[src/rtl/vfa_pkg.sv]
// Shared types, opcodes and helpers for the Q16.16 three-component vector ALU.
package vfa_pkg;

   localparam logic [3:0] FN_ADD    = 4'd0;
   localparam logic [3:0] FN_SUB    = 4'd1;
   localparam logic [3:0] FN_NEG    = 4'd2;
   localparam logic [3:0] FN_SCALE  = 4'd3;
   localparam logic [3:0] FN_DIV    = 4'd4;
   localparam logic [3:0] FN_DOT    = 4'd5;
   localparam logic [3:0] FN_CROSS  = 4'd6;
   localparam logic [3:0] FN_MAGSQ  = 4'd7;
   localparam logic [3:0] FN_MAG    = 4'd8;
   localparam logic [3:0] FN_NORM   = 4'd9;
   localparam logic [3:0] FN_DIST   = 4'd10;
   localparam logic [3:0] FN_DISTSQ = 4'd11;
   localparam logic [3:0] FN_CLOSE  = 4'd12;
   localparam logic [3:0] FN_LESS   = 4'd13;
   localparam logic [3:0] FN_EQUAL  = 4'd14;
   // spare opcode, all outputs zero
   localparam logic [3:0] FN_NONE   = 4'd15;

   localparam int ROOT_STAGES  = 32;
   localparam int RECIP_STAGES = 33;

   localparam logic [30:0] TOL_RESET = 31'd655;
   localparam logic [1:0]  ADDR_TOL  = 2'd0;

   localparam logic signed [31:0] S32_MAX = 32'sh7FFF_FFFF;
   localparam logic signed [31:0] S32_MIN = 32'sh8000_0000;

   typedef struct packed {
      logic [3:0]         func;
      logic signed [31:0] ax;
      logic signed [31:0] ay;
      logic signed [31:0] az;
      logic signed [31:0] bx;
      logic signed [31:0] by;
      logic signed [31:0] bz;
      logic signed [31:0] scale_value;
   } req_type;

   typedef struct packed {
      logic signed [31:0] rx;
      logic signed [31:0] ry;
      logic signed [31:0] rz;
      logic signed [31:0] scalar_result;
      logic               compare_flag;
      logic               overflow_flag;
   } rsp_type;

   // floored products and squares from one lane
   typedef struct packed {
      logic signed [47:0] scl_f;
      logic signed [47:0] dot_f;
      logic signed [47:0] c1_f;
      logic signed [47:0] c2_f;
      logic [49:0]        sq_f;
      logic signed [32:0] dif;
   } lane_type;

   typedef struct packed {
      logic [2:0][31:0] r;
      logic [31:0]      sc;
      logic             cmp;
      logic             ov;
      logic             big;
      logic             zero;
   } mrg_type;

   typedef struct packed {
      logic [3:0]       func;
      logic [2:0][31:0] a;
      logic [31:0]      s;
      mrg_type          mrg;
   } ctx_type;

   typedef struct packed {
      ctx_type     ctx;
      logic [31:0] root;
   } ctx2_type;

   typedef struct packed {
      logic signed [31:0] val;
      logic               ov;
   } sat_type;

   function automatic sat_type sat32(input logic signed [63:0] v);
      sat_type res;
      if (v > 64'sh0000_0000_7FFF_FFFF) begin
         res.val = S32_MAX;
         res.ov  = 1'b1;
      end else if (v < 64'shFFFF_FFFF_8000_0000) begin
         res.val = S32_MIN;
         res.ov  = 1'b1;
      end else begin
         res.val = v[31:0];
         res.ov  = 1'b0;
      end
      return res;
   endfunction

endpackage

[src/rtl/vfa_recip.sv]
// Pipelined restoring divider forming floor(2^32 / d), one quotient bit per stage.
module vfa_recip #(
   parameter int SIDE_W = 8
) (
   input  logic              clock,
   input  logic              en,
   input  logic [31:0]       d,
   input  logic [SIDE_W-1:0] side_in,
   output logic [32:0]       q,
   output logic [SIDE_W-1:0] side_out
);

   localparam int N = vfa_pkg::RECIP_STAGES;

   logic [31:0]       rem_ff  [N];
   logic [31:0]       d_ff    [N];
   logic [32:0]       q_ff    [N];
   logic [SIDE_W-1:0] side_ff [N];

   for (genvar k = 0; k < N; k++) begin : g_stage
      // the numerator is a single one in its top bit
      localparam logic NUM_BIT = (k == 0) ? 1'b1 : 1'b0;
      logic [31:0]       rem_cur;
      logic [31:0]       d_cur;
      logic [32:0]       q_cur;
      logic [SIDE_W-1:0] side_cur;
      logic [32:0]       rem_sh;
      logic [32:0]       rem_sub;

      if (k == 0) begin : g_head
         assign rem_cur  = '0;
         assign d_cur    = d;
         assign q_cur    = '0;
         assign side_cur = side_in;
      end else begin : g_body
         assign rem_cur  = rem_ff[k-1];
         assign d_cur    = d_ff[k-1];
         assign q_cur    = q_ff[k-1];
         assign side_cur = side_ff[k-1];
      end

      assign rem_sh  = {rem_cur, NUM_BIT};
      assign rem_sub = rem_sh - {1'b0, d_cur};

      always_ff @(posedge clock) begin
         if (en) begin
            d_ff[k]    <= d_cur;
            side_ff[k] <= side_cur;
            if (rem_sh >= {1'b0, d_cur}) begin
               rem_ff[k] <= rem_sub[31:0];
               q_ff[k]   <= {q_cur[31:0], 1'b1};
            end else begin
               rem_ff[k] <= rem_sh[31:0];
               q_ff[k]   <= {q_cur[31:0], 1'b0};
            end
         end
      end
   end

   assign q        = q_ff[N-1];
   assign side_out = side_ff[N-1];

endmodule

[config.mk]
export PLATFORM = sky130hd
export DESIGN_NAME = vfa_recip
export DESIGN_NICKNAME = d
export VERILOG_FILES = /design/src/rtl/vfa_pkg.sv /design/src/rtl/vfa_recip.sv
export SDC_FILE = /design/constraint.sdc
export NUM_CORES = 2
export LEC_CHECK = 0
export ABC_CLOCK_PERIOD_IN_PS = 7440
export BUFFER_PORTS_ARGS = -buffer_cell sky130_fd_sc_hd__buf_2
export CELL_PAD_IN_SITES_DETAIL_PLACEMENT = 1
export CELL_PAD_IN_SITES_GLOBAL_PLACEMENT = 1
export CORE_MARGIN = 2
export CORE_UTILIZATION = 57
export DETAILED_ROUTE_END_ITERATION = 6
export GPL_TIMING_DRIVEN = 0
export HOLD_SLACK_MARGIN = 0.12
export PLACE_DENSITY_LB_ADDON = 0.1
export RECOVER_POWER = 100
export REMOVE_ABC_BUFFERS = 1
export SYNTH_ARGS = -nofsm -noshare
export SYNTH_HDL_FRONTEND = slang
export SYNTH_SLANG_ARGS = --single-unit
[constraint.sdc]
create_clock -name clock -period 7.44 [get_ports clock]
set_clock_uncertainty 0.05 [all_clocks]
set_input_delay 1.86 -clock clock [delete_from_list [all_inputs] [get_ports clock]]
set_output_delay 1.86 -clock clock [all_outputs]
set_load 0.01 [all_outputs]
==> metrics.yaml <==
outcome: "finished, violations left"
violations: "max-capacitance violations, max-slew violations"
crit_chain: "buf_12, clkbuf_2, buf_16, buf_16, and2_0"
relSlewSlack_pct: -237
ios: 83
io_buffers: 82
cts_tree: "done"
hold_violations: 0
vias: 102930
via_per_inst: 6.15
fp.dieW_um: 519
min_from: "side_ff[0][134]"
avgSynthCellArea_um2: 11.8
r2r_cells: 14
crit_top_cell: "buf_16"
post-route-period-util_pct: 94.9
max_freq_mhz: 142
grt_pass1_vias: 109604
drtAntennaViolNets: 0
ctsResizeCount: 0
grt_max_degree: 201
synth_edf_count: 2872
rsz0062_at_grt: "false"
syn_area_mm2: 0.151
clockBufferDepth: 4
drv_slew: 1705
clkTransAtPathRegs_ns: 0.06
setup_viol: 0
fin_setup_tns_ns: 0
gp_congestion: 0.915
holdPathEnd: "side_ff[0][142]"
synth_cells: 12817
timing.final.ws_setup_ns: 0.377
reg2reg_to: "rem_ff[5][1]"
max_cap_viol_count: 26
grt_usage_pct: 30.7
ir_drop_uv: 292
place_area_mm2: 0.156
yosysWarningCount: 0
layout.nets: 14052
cp.required_ns: 8.17
n_fill_cell: 26309
tightestPinTransition_ns: 5.05
worstPathArrival_ns: 7.80
path_buf_inv: 4
placedCellCount: 16149
dr.pass1.iters: 6
drt_wl_total_mm: 428
multi_input_area_mm2: 0.0586
grt_pass1_wl_mm: 649
start_util_pct: 57.4
core_area_mm2: 0.263
power.density_mw_per_mm2: 443
async_reset_ff_share_pct: 0
place_hpwl_mm: 301
max_stage_delay_ns: 3.41
drt_iter0_markers: 8672
start_kind: "input pin"
clock-sinks: 2873
r2r_start: "d_ff[0][137]"
ys_types: 93
area_growth_pct: 9.66
seq_area_mm2: 0.0863
min_path_cells: 0
rrSetupSlack_ns: 0.45
dieArea_mm2: 0.269
ys_seq_area_share_pct: 57.2
crit_slowest_cell: "clkbuf_2"
cts_made_buffers: 314
leakagePower_nw: 66.2
timing.hold.ws_ns: 0.360
wl_per_cell_um: 25.6
die_h_um: 519
dpl_worst_slack_ns: -1.58
htree_num_levels: 5
drive_gt1_share_pct: 6.65
clock_latency_ns: 1.00
grt_overflow_total: 0
ys_seq_elements: 2873
row_count: 188
cp_max_fo: 200
period_minus_slack_ns: 7.06
synth_ff_type: "edfxtp_1"
hold_class: "register to register"
cts_root_buf: "clkbuf_16"
crit_type: "input pin to register"
antenna_found_initial: 29
drc: 0
crit_family: "buffers and inverters"
stdcell_count: 16747
design_area_mm2: 0.165
cp-end-kind: "register"
## registers in the layout, indices dropped and copies added, names as in the netlist
signal / flops
side_ff: 264
rem_ff: 1024
q_ff: 561
d_ff: 1024
## placed cells by master, fill, tap and decap left out, types with 145 or more instances in the layout
master and n:
a21o_1 481, a21oi_1 1085, clkbuf_1 152, clkbuf_16 319, edfxtp_1 2872, ha_1 1024
inv_1 1280, mux2_2 288, nand2_1 834, nand2b_1 145, nand3_1 172, nand4_1 167
nor2_1 794, nor2b_1 159, o21a_1 151, o21ai_0 778, xnor2_1 484, xor2_1 374
## cell type report
class	instances	share of cell area [%]
sequential	2873	52.1
multi-input combinational	8343	35.4
clock buffer	378	4.96
inverter	1281	2.91
tap	3515	2.66
clock inverter	192	1.27
timing repair buffer	142	0.646
antenna	23	0.0348
## power breakdown
group / switching (mW) / internal (mW)
clock network: 6.92 / 9.10
logic: 18.8 / 12.6
registers: 2.56 / 23.3
total: 28.3 / 45.0
## repair_timing
action                                 in CTS  in global routing
endpoints found under the hold margin       0                  0
gates cloned                                3                  1
hold buffers                                0                  0
buffers inserted                            0                  0
setup endpoints to repair                  84                 44
## cells in the mapped netlist, types with 98 or more instances
library cell | instances | share of area (%)
edfxtp_1 | 2872 | 57
inv_1 | 1279 | 3.2
a21oi_1 | 1087 | 3.6
ha_1 | 1024 | 8.5
nand2_1 | 834 | 2.1
nor2_1 | 793 | 2.0
o21ai_0 | 776 | 2.6
xnor2_1 | 484 | 2.8
a21o_1 | 481 | 2.4
xor2_1 | 374 | 2.2
mux2_2 | 363 | 2.7
clkbuf_1 | 268 | 0.67
nand3_1 | 172 | 0.57
nand4_1 | 167 | 0.69
nor2b_1 | 159 | 0.66
o21a_1 | 151 | 0.75
nand2b_1 | 145 | 0.60
nor3_1 | 139 | 0.46
o21bai_1 | 106 | 0.53
a31oi_1 | 98 | 0.41
## layer usage
layer	vias up	GRT usage [%]	part of all wire, %
met2	3133	53.3	50
met3	955	3.97	5.1
met5	-	0	0.016
met4	10	11.0	4.1
li1	47102	-	-
met1	51730	39.4	41
## worst max path at each step
stage / slack, ns / cells past startpoint / to / from
after floorplan: 1.51 / 10 / q_ff[5][0] / rem_ff[4][6]
after global placement: -52.19 / 5 / rem_ff[17][31] / en
after CTS: 0.17 / 11 / rem_ff[13][4] / en
final: 0.38 / 5 / q_ff[32][20] / en
after detailed placement: -1.58 / 13 / rem_ff[20][1] / en
after global routing: 0.03 / 14 / rem_ff[31][3] / d_ff[0][961]
## through the flow
| stage | util, % | power [mW] |
|---|---|---|
| after floorplan | - | 46.8 |
| after global placement | 58.8 | 55.8 |
| after detailed placement | 59.3 | 56.5 |
| after CTS | 63.3 | 73.2 |
| after global routing | 63.0 | 77.2 |
| final | 63.0 | 73.3 |
## cells by family (layout without fill, tap and decap cells)
logic type	Yosys count	in the layout	synth area share, %
xor gates and xnor gates	858	858	4.98
buffers and inverters	1601	1993	4.04
adders and majority gates	1055	1055	8.90
DFF	2873	2873	57.2
AOI/OAI and AO/OA	3241	3241	13.2
other	0	23	0
and+or+nand+nor	2805	2805	8.84
muxes	384	384	2.85
## worst register-to-register path: stages, from the launching register on
cell      delay [ns]
edfxtp_1        0.38
inv_1           0.06
ha_1            0.41
nand2_1         0.14
nor3_1          0.92
a211o_1         0.34
a31o_2          0.25
a41o_1          0.23
o21a_1          0.19
nor2_1          0.07
o31ai_1         2.03
clkbuf_1        0.97
buf_8           0.30
nor2_1          0.07
a21oi_1         0.36
Power figures use the tool's default switching activity.
