$ cat src/rtl/vfa_pkg.sv
// Shared types, opcodes and helpers for the Q16.16 three-component vector ALU.
package vfa_pkg;

   localparam logic [3:0] FN_ADD    = 4'd0;
   localparam logic [3:0] FN_SUB    = 4'd1;
   localparam logic [3:0] FN_NEG    = 4'd2;
   localparam logic [3:0] FN_SCALE  = 4'd3;
   localparam logic [3:0] FN_DIV    = 4'd4;
   localparam logic [3:0] FN_DOT    = 4'd5;
   localparam logic [3:0] FN_CROSS  = 4'd6;
   localparam logic [3:0] FN_MAGSQ  = 4'd7;
   localparam logic [3:0] FN_MAG    = 4'd8;
   localparam logic [3:0] FN_NORM   = 4'd9;
   localparam logic [3:0] FN_DIST   = 4'd10;
   localparam logic [3:0] FN_DISTSQ = 4'd11;
   localparam logic [3:0] FN_CLOSE  = 4'd12;
   localparam logic [3:0] FN_LESS   = 4'd13;
   localparam logic [3:0] FN_EQUAL  = 4'd14;
   // spare opcode, all outputs zero
   localparam logic [3:0] FN_NONE   = 4'd15;

   localparam int ROOT_STAGES  = 32;
   localparam int RECIP_STAGES = 33;

   localparam logic [30:0] TOL_RESET = 31'd655;
   localparam logic [1:0]  ADDR_TOL  = 2'd0;

   localparam logic signed [31:0] S32_MAX = 32'sh7FFF_FFFF;
   localparam logic signed [31:0] S32_MIN = 32'sh8000_0000;

   typedef struct packed {
      logic [3:0]         func;
      logic signed [31:0] ax;
      logic signed [31:0] ay;
      logic signed [31:0] az;
      logic signed [31:0] bx;
      logic signed [31:0] by;
      logic signed [31:0] bz;
      logic signed [31:0] scale_value;
   } req_type;

   typedef struct packed {
      logic signed [31:0] rx;
      logic signed [31:0] ry;
      logic signed [31:0] rz;
      logic signed [31:0] scalar_result;
      logic               compare_flag;
      logic               overflow_flag;
   } rsp_type;

   // floored products and squares from one lane
   typedef struct packed {
      logic signed [47:0] scl_f;
      logic signed [47:0] dot_f;
      logic signed [47:0] c1_f;
      logic signed [47:0] c2_f;
      logic [49:0]        sq_f;
      logic signed [32:0] dif;
   } lane_type;

   typedef struct packed {
      logic [2:0][31:0] r;
      logic [31:0]      sc;
      logic             cmp;
      logic             ov;
      logic             big;
      logic             zero;
   } mrg_type;

   typedef struct packed {
      logic [3:0]       func;
      logic [2:0][31:0] a;
      logic [31:0]      s;
      mrg_type          mrg;
   } ctx_type;

   typedef struct packed {
      ctx_type     ctx;
      logic [31:0] root;
   } ctx2_type;

   typedef struct packed {
      logic signed [31:0] val;
      logic               ov;
   } sat_type;

   function automatic sat_type sat32(input logic signed [63:0] v);
      sat_type res;
      if (v > 64'sh0000_0000_7FFF_FFFF) begin
         res.val = S32_MAX;
         res.ov  = 1'b1;
      end else if (v < 64'shFFFF_FFFF_8000_0000) begin
         res.val = S32_MIN;
         res.ov  = 1'b1;
      end else begin
         res.val = v[31:0];
         res.ov  = 1'b0;
      end
      return res;
   endfunction

endpackage

$ cat src/rtl/vfa_root.sv
// Pipelined integer square root, two radicand bits per stage.
module vfa_root #(
   parameter int SIDE_W = 8
) (
   input  logic              clock,
   input  logic              en,
   input  logic [63:0]       rad,
   input  logic [SIDE_W-1:0] side_in,
   output logic [31:0]       root,
   output logic [SIDE_W-1:0] side_out
);

   localparam int N = vfa_pkg::ROOT_STAGES;

   logic [63:0]       rad_ff  [N];
   logic [33:0]       rem_ff  [N];
   logic [31:0]       root_ff [N];
   logic [SIDE_W-1:0] side_ff [N];

   for (genvar k = 0; k < N; k++) begin : g_stage
      logic [63:0]       rad_cur;
      logic [33:0]       rem_cur;
      logic [31:0]       root_cur;
      logic [SIDE_W-1:0] side_cur;
      logic [33:0]       rem_sh;
      logic [33:0]       trial;

      if (k == 0) begin : g_head
         assign rad_cur  = rad;
         assign rem_cur  = '0;
         assign root_cur = '0;
         assign side_cur = side_in;
      end else begin : g_body
         assign rad_cur  = rad_ff[k-1];
         assign rem_cur  = rem_ff[k-1];
         assign root_cur = root_ff[k-1];
         assign side_cur = side_ff[k-1];
      end

      // remainder entering a stage stays below 2^32
      assign rem_sh = {rem_cur[31:0], rad_cur[63:62]};
      assign trial  = {root_cur, 2'b01};

      always_ff @(posedge clock) begin
         if (en) begin
            rad_ff[k]  <= {rad_cur[61:0], 2'b00};
            side_ff[k] <= side_cur;
            if (rem_sh >= trial) begin
               rem_ff[k]  <= rem_sh - trial;
               root_ff[k] <= {root_cur[30:0], 1'b1};
            end else begin
               rem_ff[k]  <= rem_sh;
               root_ff[k] <= {root_cur[30:0], 1'b0};
            end
         end
      end
   end

   assign root     = root_ff[N-1];
   assign side_out = side_ff[N-1];

endmodule

$ cat config.mk
export PLATFORM = sky130hd
export DESIGN_NAME = vfa_root
export DESIGN_NICKNAME = d
export VERILOG_FILES = /design/src/rtl/vfa_pkg.sv /design/src/rtl/vfa_root.sv
export SDC_FILE = /design/constraint.sdc
export NUM_CORES = 2
export LEC_CHECK = 0
export ABC_AREA = 0
export BUFFER_PORTS_ARGS = -buffer_cell sky130_fd_sc_hd__buf_2
export CAP_MARGIN = 10
export CORE_ASPECT_RATIO = 0.6
export CORE_MARGIN = 3
export CORE_UTILIZATION = 45
export DETAILED_ROUTE_END_ITERATION = 12
export HOLD_SLACK_MARGIN = 0.03
export SETUP_SLACK_MARGIN = 0.05
export SYNTH_ARGS = -nofsm -noshare
export SYNTH_HDL_FRONTEND = slang
export SYNTH_MEMORY_MAX_BITS = 65536
export SYNTH_SLANG_ARGS = --single-unit
$ cat constraint.sdc
create_clock -name clock -period 7.2 [get_ports clock]
set_input_delay 1.08 -clock clock [delete_from_list [all_inputs] [get_ports clock]]
set_output_delay 1.08 -clock clock [all_outputs]
set_load 0.01 [all_outputs]
==> flow_metrics.env <==
export IMPL_status="finished clean"
export IMPL_drt_wl_total_mm=257
export IMPL_cts_tree="done"
export IMPL_crit_chain="or4_1 > or3_1 > or4b_1 > nor4_1 > nand3_1 > nand3_1 > or2_1 > nor3_1 > xor2_1"
export IMPL_cp_arrival_ns=5.06
export IMPL_cap_violations=0
export IMPL_cpMostUsedCell="nand3_1"
export IMPL_whs_ns=0.394
export IMPL_syn_area_per_cell_um2=13.4
export IMPL_clockBufferDepth=4
export IMPL_yosys_top_cells_area="edfxtp_1 (67%), ha_1 (5.7%), xor2_1 (3.0%), xnor2_1 (2.6%), inv_1 (2.2%)"
export IMPL_grt_pass1_vias=68800
export IMPL_cp_data_required_time_ns=7.78
export IMPL_yosysTopAreaCellShare_pct=66.5
export IMPL_postCtsSetupBuffers=0
export IMPL_port_buffers=113
export IMPL_setup_violations_final=0
export IMPL_whs_path_depth=0
export IMPL_track_usage_pct=18.1
export IMPL_cp_slowest_cell="nor4_1"
export IMPL_firstDrtPassIters=5
export IMPL_crit_reg2reg_launch="rem_ff[0][110]$_DFFE_PP_"
export IMPL_power_total_mw=44.8
export IMPL_placed_cells=12800
export IMPL_dr_wl_met2_mm=103
export IMPL_grt_pass1_wl_mm=399
export IMPL_min_delay_start="rad_ff[0][135]$_DFFE_PP_"
export IMPL_finalCritPeriodShare_pct=62.2
export IMPL_max_stage_delay_ns=0.61
export IMPL_start_util_pct=45.6
export IMPL_synth_nets=9813
export IMPL_core_area_um2=269000
export IMPL_crit_buf_inv=0
export IMPL_die_w_um=680
export IMPL_numCtsBuffers=273
export IMPL_finalHoldViolations=0
export IMPL_min_path_type="reg -> reg"
export IMPL_slew_violations=0
export IMPL_slew_headroom_pct=17.2
export IMPL_synthFlopType="edfxtp_1"
export IMPL_stdcell_count=13200
export IMPL_r2r_cells=9
export IMPL_tightest_slew_ns=1.24
export IMPL_min_period_ns=4.48
export IMPL_fp_row_count=147
export IMPL_startpoint="rem_ff[0][110]$_DFFE_PP_"
export IMPL_crit_fanout=14
export IMPL_gp_congestion=0.910
export IMPL_drive_gt1_share_pct=7.95
export IMPL_ant_nets=0
export IMPL_ctsHoldBuffers=0
export IMPL_crit_family="simple AND/OR/NAND/NOR gates"
export IMPL_wl_met1_mm=133
export IMPL_cts_sinks=2721
export IMPL_root_buffer="clkbuf_16"
export IMPL_gr_total_overflow=0
export IMPL_dr_wl_met3_mm=17.3
export IMPL_drc=0
export IMPL_synth_edff_count=2720
export IMPL_grt_start_max_net_pins=158
export IMPL_place_hpwl_mm=183
export IMPL_setup_worst_path_end_class="register"
export IMPL_yosysMostFrequentCell="edfxtp_1"
export IMPL_power_density_nw_per_um2=327
export IMPL_ys_seq_elements=2721
export IMPL_synth_area_um2=123000
export IMPL_die_y_um=411
export IMPL_leakage_nw=51.3
export IMPL_worst_setup_path_start_kind="register"
export IMPL_clkTransAtPathRegs_ns=0.07
export IMPL_holdPathEnd="rad_ff[0][199]$_DFFE_PP_"
export IMPL_yosysTopAreaCell="edfxtp_1"
export IMPL_clock_skew_ns=0.0377
export IMPL_path_class="reg -> reg"
export IMPL_vias=72000
export IMPL_area_growth_syn_to_layout_pct=11.3
export IMPL_synth_seq_area_share_pct=66.5
export IMPL_htree_num_levels=5
export IMPL_viasPerCell=5.44
export IMPL_yosysWarnings=0
export IMPL_nNetsFinal=10100
export IMPL_ios=114
export IMPL_synthArstFlopShare_pct=0
export IMPL_clk_latency_ns=0.85
export IMPL_postSynthCellCount=9177
export IMPL_r2r_setup_slack_ns=2.72
export IMPL_synthDistinctLibCells=96
export IMPL_antenna_found_initial=16
export IMPL_dieArea_um2=279000
export IMPL_rsz0062_at_grt="false"
export IMPL_fin_tns_setup_ns=0
export IMPL_rr_endpoint="rem_ff[0][156]$_DFFE_PP_"
export IMPL_n_fill_cell=22700
export IMPL_fmax_mhz=223
export IMPL_wl_per_cell_um=19.4
export IMPL_ir_drop_mv=0.222
export IMPL_top_layer="met5"
export IMPL_drt_initial_drc_count=7080
export IMPL_ctsResizeCount=0
export IMPL_ys_top_cells_by_count="edfxtp_1 (2720), inv_1 (707), nand2_1 (654), ha_1 (562)"
[cells in the final DEF (no fill, tap or decap), types with 45 or more instances in the layout]
master / netlist / routed
nor2_1: 524 / 522
nand2_1: 654 / 654
nor3_1: 207 / 206
a21oi_1: 481 / 481
nand4_1: 86 / 86
o21ai_0: 524 / 523
or3_1: 103 / 103
buf_4: 0 / 63
inv_1: 707 / 707
edfxtp_1: 2720 / 2720
clkinv_1: 0 / 45
buf_2: 10 / 113
clkbuf_16: 0 / 279
or4_1: 54 / 54
mux2_2: 83 / 83
nand3_1: 139 / 138
or2_2: 48 / 48
a21o_1: 214 / 214
xnor2_1: 368 / 368
xor2_1: 422 / 422
nand2b_1: 115 / 115
a31oi_1: 52 / 52
and2_1: 47 / 47
ha_1: 562 / 562
nor2b_1: 78 / 78
o21a_1: 116 / 116
a211oi_1: 46 / 46
nor4_1: 113 / 109
and3_1: 45 / 45
[kinds of logic (layout without fill, tap and decap cells)]
kind of cell,after synthesis,in the layout,share of synthesized area [%]
AOI/OAI and AO/OA,1761,1761,8.90
xor gates and xnor gates,790,790,5.63
adders and majority gates,562,562,5.73
buffers and inverters,892,1372,2.74
DFF,2721,2721,66.5
muxes,99,99,0.900
other,0,4,0
and+or+nand+nor,2352,2352,9.56
[where the power goes]
group	internal (mW)	leakage [nW]	switching (mW)
combinational	3.80	20.8	5.37
clock	8.27	4.29	5.99
sequential	20.0	26.3	1.31
total	32.1	51.3	12.7
[layer usage]
metal,track usage [%],up-vias
met5,0,-
met4,3.81,4
met3,3.21,347
met2,24.8,1891
met1,29.5,35100
li1,-,34600
[worst reg2reg max path, delay by kind of cell, from the launching register on]
family,cells,cell delay [ns]
simple gates,8,3.64
flops,1,0.42
xor+xnor,1,0.16
[state kept, by name, indices dropped and copies added (netlist names)]
signal   count
rad_ff     992
rem_ff     945
root_ff    528
side_ff    256
[area by class of cell]
type | count | area, um^2 | area share [%]
well taps | 3576 | 4470 | 3.27
inverters | 710 | 2670 | 1.95
repair buffers | 186 | 1220 | 0.895
clock inverters | 158 | 1710 | 1.25
clock buffers | 318 | 7130 | 5.21
flip-flops and latches | 2721 | 81700 | 59.8
multi-input cells | 5564 | 37800 | 27.7
diodes | 4 | 10.0 | 0.00732
[worst max path at each step]
stage	to	slack, ns	depth (start not counted)
after global placement	rem_ff[1][403]$_DFFE_PP_	2.37	7
after detailed placement	rem_ff[1][380]$_DFFE_PP_	2.27	6
after global routing	rem_ff[0][156]$_DFFE_PP_	2.45	9
after CTS	rem_ff[1][381]$_DFFE_PP_	2.59	10
after floorplan	rem_ff[1][306]$_DFFE_PP_	2.79	6
final	rem_ff[0][156]$_DFFE_PP_	2.72	9
[metrics by stage]
step	setup WS (ns)	utilization, %	cell area [um^2]
6_report	2.72	50.7	137000
4_1_cts	2.59	50.7	137000
5_1_grt	2.45	50.7	137000
3_3_place_gp	2.37	47.4	128000
3_5_place_dp	2.27	47.4	128000
2_1_floorplan	2.79	-	123000
Power figures use the tool's default switching activity.
