File: config.mk
export PLATFORM = sky130hd
export DESIGN_NAME = vfa_merge
export DESIGN_NICKNAME = d
export VERILOG_FILES = /design/src/rtl/vfa_pkg.sv /design/src/rtl/vfa_merge.sv
export SDC_FILE = /design/constraint.sdc
export NUM_CORES = 2
export LEC_CHECK = 0
export ABC_AREA = 0
export BUFFER_PORTS_ARGS = -buffer_cell sky130_fd_sc_hd__buf_4
export CORE_AREA = 2 2 556 558
export CTS_BUF_LIST = sky130_fd_sc_hd__clkbuf_4 sky130_fd_sc_hd__clkbuf_8
export DETAILED_ROUTE_END_ITERATION = 16
export DIE_AREA = 0 0 558 560
export MAX_ROUTING_LAYER = met4
export SLEW_MARGIN = 20
export SYNTH_ARGS = -nofsm -noshare
export SYNTH_HDL_FRONTEND = slang
export SYNTH_SLANG_ARGS = --single-unit
File: constraint.sdc
create_clock -name clock -period 6 [get_ports clock]
set_input_delay 0.9 -clock clock [delete_from_list [all_inputs] [get_ports clock]]
set_output_delay 0.9 -clock clock [all_outputs]
set_load 0.02 [all_outputs]
File: src/rtl/vfa_pkg.sv
// Shared types, opcodes and helpers for the Q16.16 three-component vector ALU.
package vfa_pkg;

   localparam logic [3:0] FN_ADD    = 4'd0;
   localparam logic [3:0] FN_SUB    = 4'd1;
   localparam logic [3:0] FN_NEG    = 4'd2;
   localparam logic [3:0] FN_SCALE  = 4'd3;
   localparam logic [3:0] FN_DIV    = 4'd4;
   localparam logic [3:0] FN_DOT    = 4'd5;
   localparam logic [3:0] FN_CROSS  = 4'd6;
   localparam logic [3:0] FN_MAGSQ  = 4'd7;
   localparam logic [3:0] FN_MAG    = 4'd8;
   localparam logic [3:0] FN_NORM   = 4'd9;
   localparam logic [3:0] FN_DIST   = 4'd10;
   localparam logic [3:0] FN_DISTSQ = 4'd11;
   localparam logic [3:0] FN_CLOSE  = 4'd12;
   localparam logic [3:0] FN_LESS   = 4'd13;
   localparam logic [3:0] FN_EQUAL  = 4'd14;
   // spare opcode, all outputs zero
   localparam logic [3:0] FN_NONE   = 4'd15;

   localparam int ROOT_STAGES  = 32;
   localparam int RECIP_STAGES = 33;

   localparam logic [30:0] TOL_RESET = 31'd655;
   localparam logic [1:0]  ADDR_TOL  = 2'd0;

   localparam logic signed [31:0] S32_MAX = 32'sh7FFF_FFFF;
   localparam logic signed [31:0] S32_MIN = 32'sh8000_0000;

   typedef struct packed {
      logic [3:0]         func;
      logic signed [31:0] ax;
      logic signed [31:0] ay;
      logic signed [31:0] az;
      logic signed [31:0] bx;
      logic signed [31:0] by;
      logic signed [31:0] bz;
      logic signed [31:0] scale_value;
   } req_type;

   typedef struct packed {
      logic signed [31:0] rx;
      logic signed [31:0] ry;
      logic signed [31:0] rz;
      logic signed [31:0] scalar_result;
      logic               compare_flag;
      logic               overflow_flag;
   } rsp_type;

   // floored products and squares from one lane
   typedef struct packed {
      logic signed [47:0] scl_f;
      logic signed [47:0] dot_f;
      logic signed [47:0] c1_f;
      logic signed [47:0] c2_f;
      logic [49:0]        sq_f;
      logic signed [32:0] dif;
   } lane_type;

   typedef struct packed {
      logic [2:0][31:0] r;
      logic [31:0]      sc;
      logic             cmp;
      logic             ov;
      logic             big;
      logic             zero;
   } mrg_type;

   typedef struct packed {
      logic [3:0]       func;
      logic [2:0][31:0] a;
      logic [31:0]      s;
      mrg_type          mrg;
   } ctx_type;

   typedef struct packed {
      ctx_type     ctx;
      logic [31:0] root;
   } ctx2_type;

   typedef struct packed {
      logic signed [31:0] val;
      logic               ov;
   } sat_type;

   function automatic sat_type sat32(input logic signed [63:0] v);
      sat_type res;
      if (v > 64'sh0000_0000_7FFF_FFFF) begin
         res.val = S32_MAX;
         res.ov  = 1'b1;
      end else if (v < 64'shFFFF_FFFF_8000_0000) begin
         res.val = S32_MIN;
         res.ov  = 1'b1;
      end else begin
         res.val = v[31:0];
         res.ov  = 1'b0;
      end
      return res;
   endfunction

endpackage

File: src/rtl/vfa_merge.sv
// Merge stage: combines lane results into vector, scalar and compare outcomes.
module vfa_merge (
   input  logic                    clock,
   input  logic                    en,
   input  vfa_pkg::req_type        req,
   input  vfa_pkg::lane_type [2:0] lane_out,
   input  logic [30:0]             tol,
   output vfa_pkg::ctx_type        ctx,
   output logic [63:0]             rad
);

   logic signed [31:0] a [3];
   logic signed [31:0] b [3];
   vfa_pkg::sat_type   s_add [3];
   vfa_pkg::sat_type   s_sub [3];
   vfa_pkg::sat_type   s_neg [3];
   vfa_pkg::sat_type   s_scl [3];
   vfa_pkg::sat_type   s_crs [3];
   vfa_pkg::sat_type   s_dot;
   logic [32:0]        adif [3];
   logic [2:0]         near, lt, eq;
   logic signed [63:0] dot_sum;
   logic [50:0]        sq_sum;
   vfa_pkg::mrg_type   mrg;
   vfa_pkg::ctx_type   ctx_in, ctx_ff;
   logic [63:0]        rad_in, rad_ff;

   assign a[0] = req.ax;
   assign a[1] = req.ay;
   assign a[2] = req.az;
   assign b[0] = req.bx;
   assign b[1] = req.by;
   assign b[2] = req.bz;

   always_comb begin
      for (int i = 0; i < 3; i++) begin
         s_add[i] = vfa_pkg::sat32(64'(a[i]) + 64'(b[i]));
         s_sub[i] = vfa_pkg::sat32(64'(a[i]) - 64'(b[i]));
         s_neg[i] = vfa_pkg::sat32(-64'(a[i]));
         s_scl[i] = vfa_pkg::sat32(64'(lane_out[i].scl_f));
         s_crs[i] = vfa_pkg::sat32(64'(lane_out[i].c1_f) - 64'(lane_out[i].c2_f));
         adif[i]  = lane_out[i].dif[32] ? (~lane_out[i].dif + 33'd1) : lane_out[i].dif;
         near[i]  = adif[i] <= {2'b00, tol};
         lt[i]    = a[i] < b[i];
         eq[i]    = a[i] == b[i];
      end
      dot_sum = 64'(lane_out[0].dot_f) + 64'(lane_out[1].dot_f) + 64'(lane_out[2].dot_f);
      s_dot   = vfa_pkg::sat32(dot_sum);
      sq_sum  = 51'(lane_out[0].sq_f) + 51'(lane_out[1].sq_f) + 51'(lane_out[2].sq_f);

      mrg      = '0;
      mrg.big  = sq_sum[50:46] != 5'd0;
      mrg.zero = sq_sum == 51'd0;
      case (req.func)
         vfa_pkg::FN_ADD: begin
            for (int i = 0; i < 3; i++) mrg.r[i] = s_add[i].val;
            mrg.ov = s_add[0].ov | s_add[1].ov | s_add[2].ov;
         end
         vfa_pkg::FN_SUB: begin
            for (int i = 0; i < 3; i++) mrg.r[i] = s_sub[i].val;
            mrg.ov = s_sub[0].ov | s_sub[1].ov | s_sub[2].ov;
         end
         vfa_pkg::FN_NEG: begin
            for (int i = 0; i < 3; i++) mrg.r[i] = s_neg[i].val;
            mrg.ov = s_neg[0].ov | s_neg[1].ov | s_neg[2].ov;
         end
         vfa_pkg::FN_SCALE: begin
            for (int i = 0; i < 3; i++) mrg.r[i] = s_scl[i].val;
            mrg.ov = s_scl[0].ov | s_scl[1].ov | s_scl[2].ov;
         end
         vfa_pkg::FN_DOT: begin
            mrg.sc = s_dot.val;
            mrg.ov = s_dot.ov;
         end
         vfa_pkg::FN_CROSS: begin
            for (int i = 0; i < 3; i++) mrg.r[i] = s_crs[i].val;
            mrg.ov = s_crs[0].ov | s_crs[1].ov | s_crs[2].ov;
         end
         vfa_pkg::FN_MAGSQ, vfa_pkg::FN_DISTSQ: begin
            if (sq_sum > 51'h0_7FFF_FFFF) begin
               mrg.sc = vfa_pkg::S32_MAX;
               mrg.ov = 1'b1;
            end else begin
               mrg.sc = sq_sum[31:0];
            end
         end
         vfa_pkg::FN_CLOSE: mrg.cmp = &near;
         vfa_pkg::FN_LESS:  mrg.cmp = &lt;
         vfa_pkg::FN_EQUAL: mrg.cmp = &eq;
         default: ;
      endcase
   end

   assign ctx_in.func = req.func;
   assign ctx_in.a[0] = req.ax;
   assign ctx_in.a[1] = req.ay;
   assign ctx_in.a[2] = req.az;
   assign ctx_in.s    = req.scale_value;
   assign ctx_in.mrg  = mrg;
   // radicand only matters when the square length is small enough to root
   assign rad_in      = {sq_sum[47:0], 16'h0000};

   always_ff @(posedge clock) begin
      if (en) begin
         ctx_ff <= ctx_in;
         rad_ff <= rad_in;
      end
   end

   assign ctx = ctx_ff;
   assign rad = rad_ff;

endmodule

==> results.json <==
{
  "via_per_inst": 4.77,
  "numCtsBuffers": 85,
  "setup_violations": 0,
  "cellPowerDensity_mw_per_mm2": 210,
  "num_io_pins": 1414,
  "maxCapViolations": 0,
  "drt-wirelength-per-cell_um": 29.3,
  "hold_depth": 1,
  "leakage_nw": 29.0,
  "grt_max_degree": 109,
  "synth_edf_count": 312,
  "dr.max_layer_used": "met4",
  "die_area_mm2": 0.312,
  "design_area_mm2": 0.0676,
  "comb_power_share_pct": 55.9,
  "start_util_pct": 15.6,
  "clk_pin_slew_worst_paths_ps": 60,
  "hpwl_mm": 305,
  "post-cts-setup-buffers": 0,
  "die_h_um": 560,
  "dp_cells": 11700,
  "cts-root-buf": "clkbuf_8",
  "synthCells": 6064,
  "maxSlewHeadroom_pct": 31.4,
  "hp-start": "req[17]",
  "path_class": "input port to flop",
  "antenna_found_initial": 217,
  "cts.sinks": 312,
  "grt_first_pass_wirelength_mm": 459,
  "synth_cell_type_count": 93,
  "worstMarginPinSlew_ps": 1020,
  "gp_congestion": 1.03,
  "ys_ff_latch": 312,
  "max-vdd-ir-drop_mv": 0.153,
  "die_x_um": 558,
  "path_max_fanout": 7,
  "route.detailed.drc": 0,
  "start_kind": "input port",
  "dr_wl_met3_mm": 38.8,
  "end_kind": "flop",
  "p_clk_share_pct": 23.5,
  "netSwitchingPower_w": 0.00661,
  "ant_nets": 0,
  "async_flop_share_pct": 0,
  "ys_seq_area_share_pct": 19.6,
  "cts_tree": "done",
  "rows": 204,
  "placed_area_mm2": 0.0654,
  "p_sw_share_pct": 46.5,
  "total_power_w": 0.0142,
  "utilization_pct": 22.0,
  "min_period_ps": 5470,
  "core_area_mm2": 0.307,
  "final_max_slew_viol_count": 0,
  "syn2layout_area_growth_pct": 41.4,
  "ys_warn_count": 0,
  "drive_above_1_share_pct": 26.3,
  "rsz0062_at_grt": "no",
  "routed-wl-met2_mm": 149,
  "port_buffers": 1397,
  "cts.path.max_buffers": 4,
  "fmax_ghz": 0.183,
  "power.internal_w": 0.00760,
  "fin_crit_sh_pct": 91.2,
  "routed_wl_mm": 349,
  "htree_num_levels": 3,
  "first_pass_iters": 6,
  "holdPathEnd": "ctx[149]",
  "status": "completed",
  "holdCritPathClass": "input port to flop",
  "num_vias": 56900,
  "synth_area_mm2": 0.0478,
  "grt-ovfl-total": 0,
  "crit_arrival_ps": 6090,
  "grt_usage_pct": 21.9,
  "wl_met1_mm": 150,
  "synth_ff_type": "edfxtp_1",
  "final_cells": 11900,
  "seq_power_share_pct": 20.6,
  "grt_pass1_vias": 53500,
  "critPathRequiredTime_ps": 6620,
  "avgSynthCellArea_um2": 7.88,
  "nets": 9353,
  "drtIter0Drc": 6112,
  "hold_viol": 0
}
-- routing by layer --
layer	track usage, %	vias to the layer above
met1	28.1	27500
met2	31.8	3075
met4	7.67	0
li1	-	26000
met3	7.02	431
met5	-	-
-- what timing repair did --
item                      in CTS  in global routing
resized for setup              0                  0
hold endpoints to repair       3                  0
hold buffers                   3                  0
-- area by class of cell --
type	instances	area (um2)
Tap cell	4120	5150
Multi-Input combinational cell	4988	35600
Fill cell	34400	240000
Timing Repair Buffer	1758	13500
Clock buffer	96	1260
Clock inverter	56	507
Antenna cell	138	345
Sequential cell	312	9370
Inverter	475	1780
-- critical path, stage by stage --
cell and delay, ps:
buf_4 150, fa_1 440, ha_1 240, fa_1 410
a211oi_1 300, nor2_1 140, buf_4 160, o31ai_2 260
o22ai_1 220, or2_2 330, or2_2 310, a2111oi_0 460
o2111ai_1 210, nor4_1 270, or4b_1 520, buf_4 220
nand2b_1 80, nand4_1 80, or3b_1 380
-- metrics by stage --
step / setup TNS [ps] / hold WS (ps) / worst slack [ps]
final: 0 / 153 / 526
after floorplan: 0 / 999 / 562
after global routing: 0 / 56.6 / 427
after detailed placement: -4470 / 1080 / -248
after CTS: 0 / 7.02 / 733
after global placement: -5950 / 1080 / -308
-- power by group through the flow --
stage	Clock, W	Combinational (W)	Sequential, W
2_1_floorplan	0	0.00369	0.00328
3_3_place_gp	0	0.00786	0.00296
3_5_place_dp	0	0.00782	0.00296
4_1_cts	0.00356	0.00787	0.00293
5_1_grt	0.00359	0.00852	0.00295
6_report	0.00334	0.00795	0.00292
-- layout by cell type, fill, tap and decap left out, types with 137 or more instances in the layout --
| cell type | count |
|---|---|
| ha_1 | 538 |
| o21ai_0 | 373 |
| xnor2_1 | 274 |
| a21oi_1 | 723 |
| inv_1 | 473 |
| xor2_1 | 137 |
| diode_2 | 138 |
| nand4_1 | 142 |
| a21o_1 | 170 |
| edfxtp_1 | 312 |
| nand2_1 | 396 |
| buf_4 | 1731 |
| nor2_1 | 423 |
-- flip-flops by register name (all words and copies together), names as in the netlist --
| name | flops |
|---|---|
| ctx | 264 |
| rad | 48 |
-- synthesized netlist by cell type (22+ instances only) --
cell	number	area, um2
o22ai_1	71	444
a221o_1	38	380
o211ai_1	80	601
nand4_1	142	888
o2111ai_1	22	193
a21boi_0	24	180
clkbuf_1	262	983
nor2_1	424	1590
o21bai_1	91	683
o31ai_1	62	465
or3_1	72	450
a21o_1	170	1280
ha_1	538	6730
a211o_1	31	272
a21oi_1	727	3640
nor2b_1	58	363
xnor2_1	274	2400
nand2_1	398	1490
inv_1	473	1780
o41ai_1	30	263
xor2_1	137	1200
o21a_1	58	435
or4_1	32	240
and2_1	32	200
nand3_1	110	551
fa_1	109	2180
o21ai_0	373	1870
edfxtp_1	312	9370
a211oi_1	91	683
nand2b_1	75	469
and3_1	31	194
or2_2	45	282
nor4_1	81	507
a31oi_1	62	388
o221ai_1	97	850
nor3_1	119	596
-- worst max path at each step --
stage / from / to / slack [ps] / cells past startpoint
floorplan: lane_out[34] / ctx[16] / 560 / 17
global placement: lane_out[584] / ctx[2] / -310 / 19
detailed placement: lane_out[584] / ctx[2] / -250 / 19
CTS: lane_out[584] / ctx[2] / 730 / 19
global route: lane_out[584] / ctx[2] / 430 / 19
finish: lane_out[584] / ctx[2] / 530 / 19
-- logic make-up (layout without fill, tap and decap cells) --
family,Yosys count,count (layout),synth area share (%)
AO/OA/AOI/OAI,2209,2209,29.9
XOR/XNOR,411,411,7.54
adder cells (fa/ha/maj),647,647,18.7
buffers and inverters,779,2385,6.30
flip-flops,312,312,19.6
multiplexers,12,12,0.272
other,1,154,0.00785
AND/OR/NAND/NOR,1693,1693,17.7
Power figures use the tool's default switching activity.
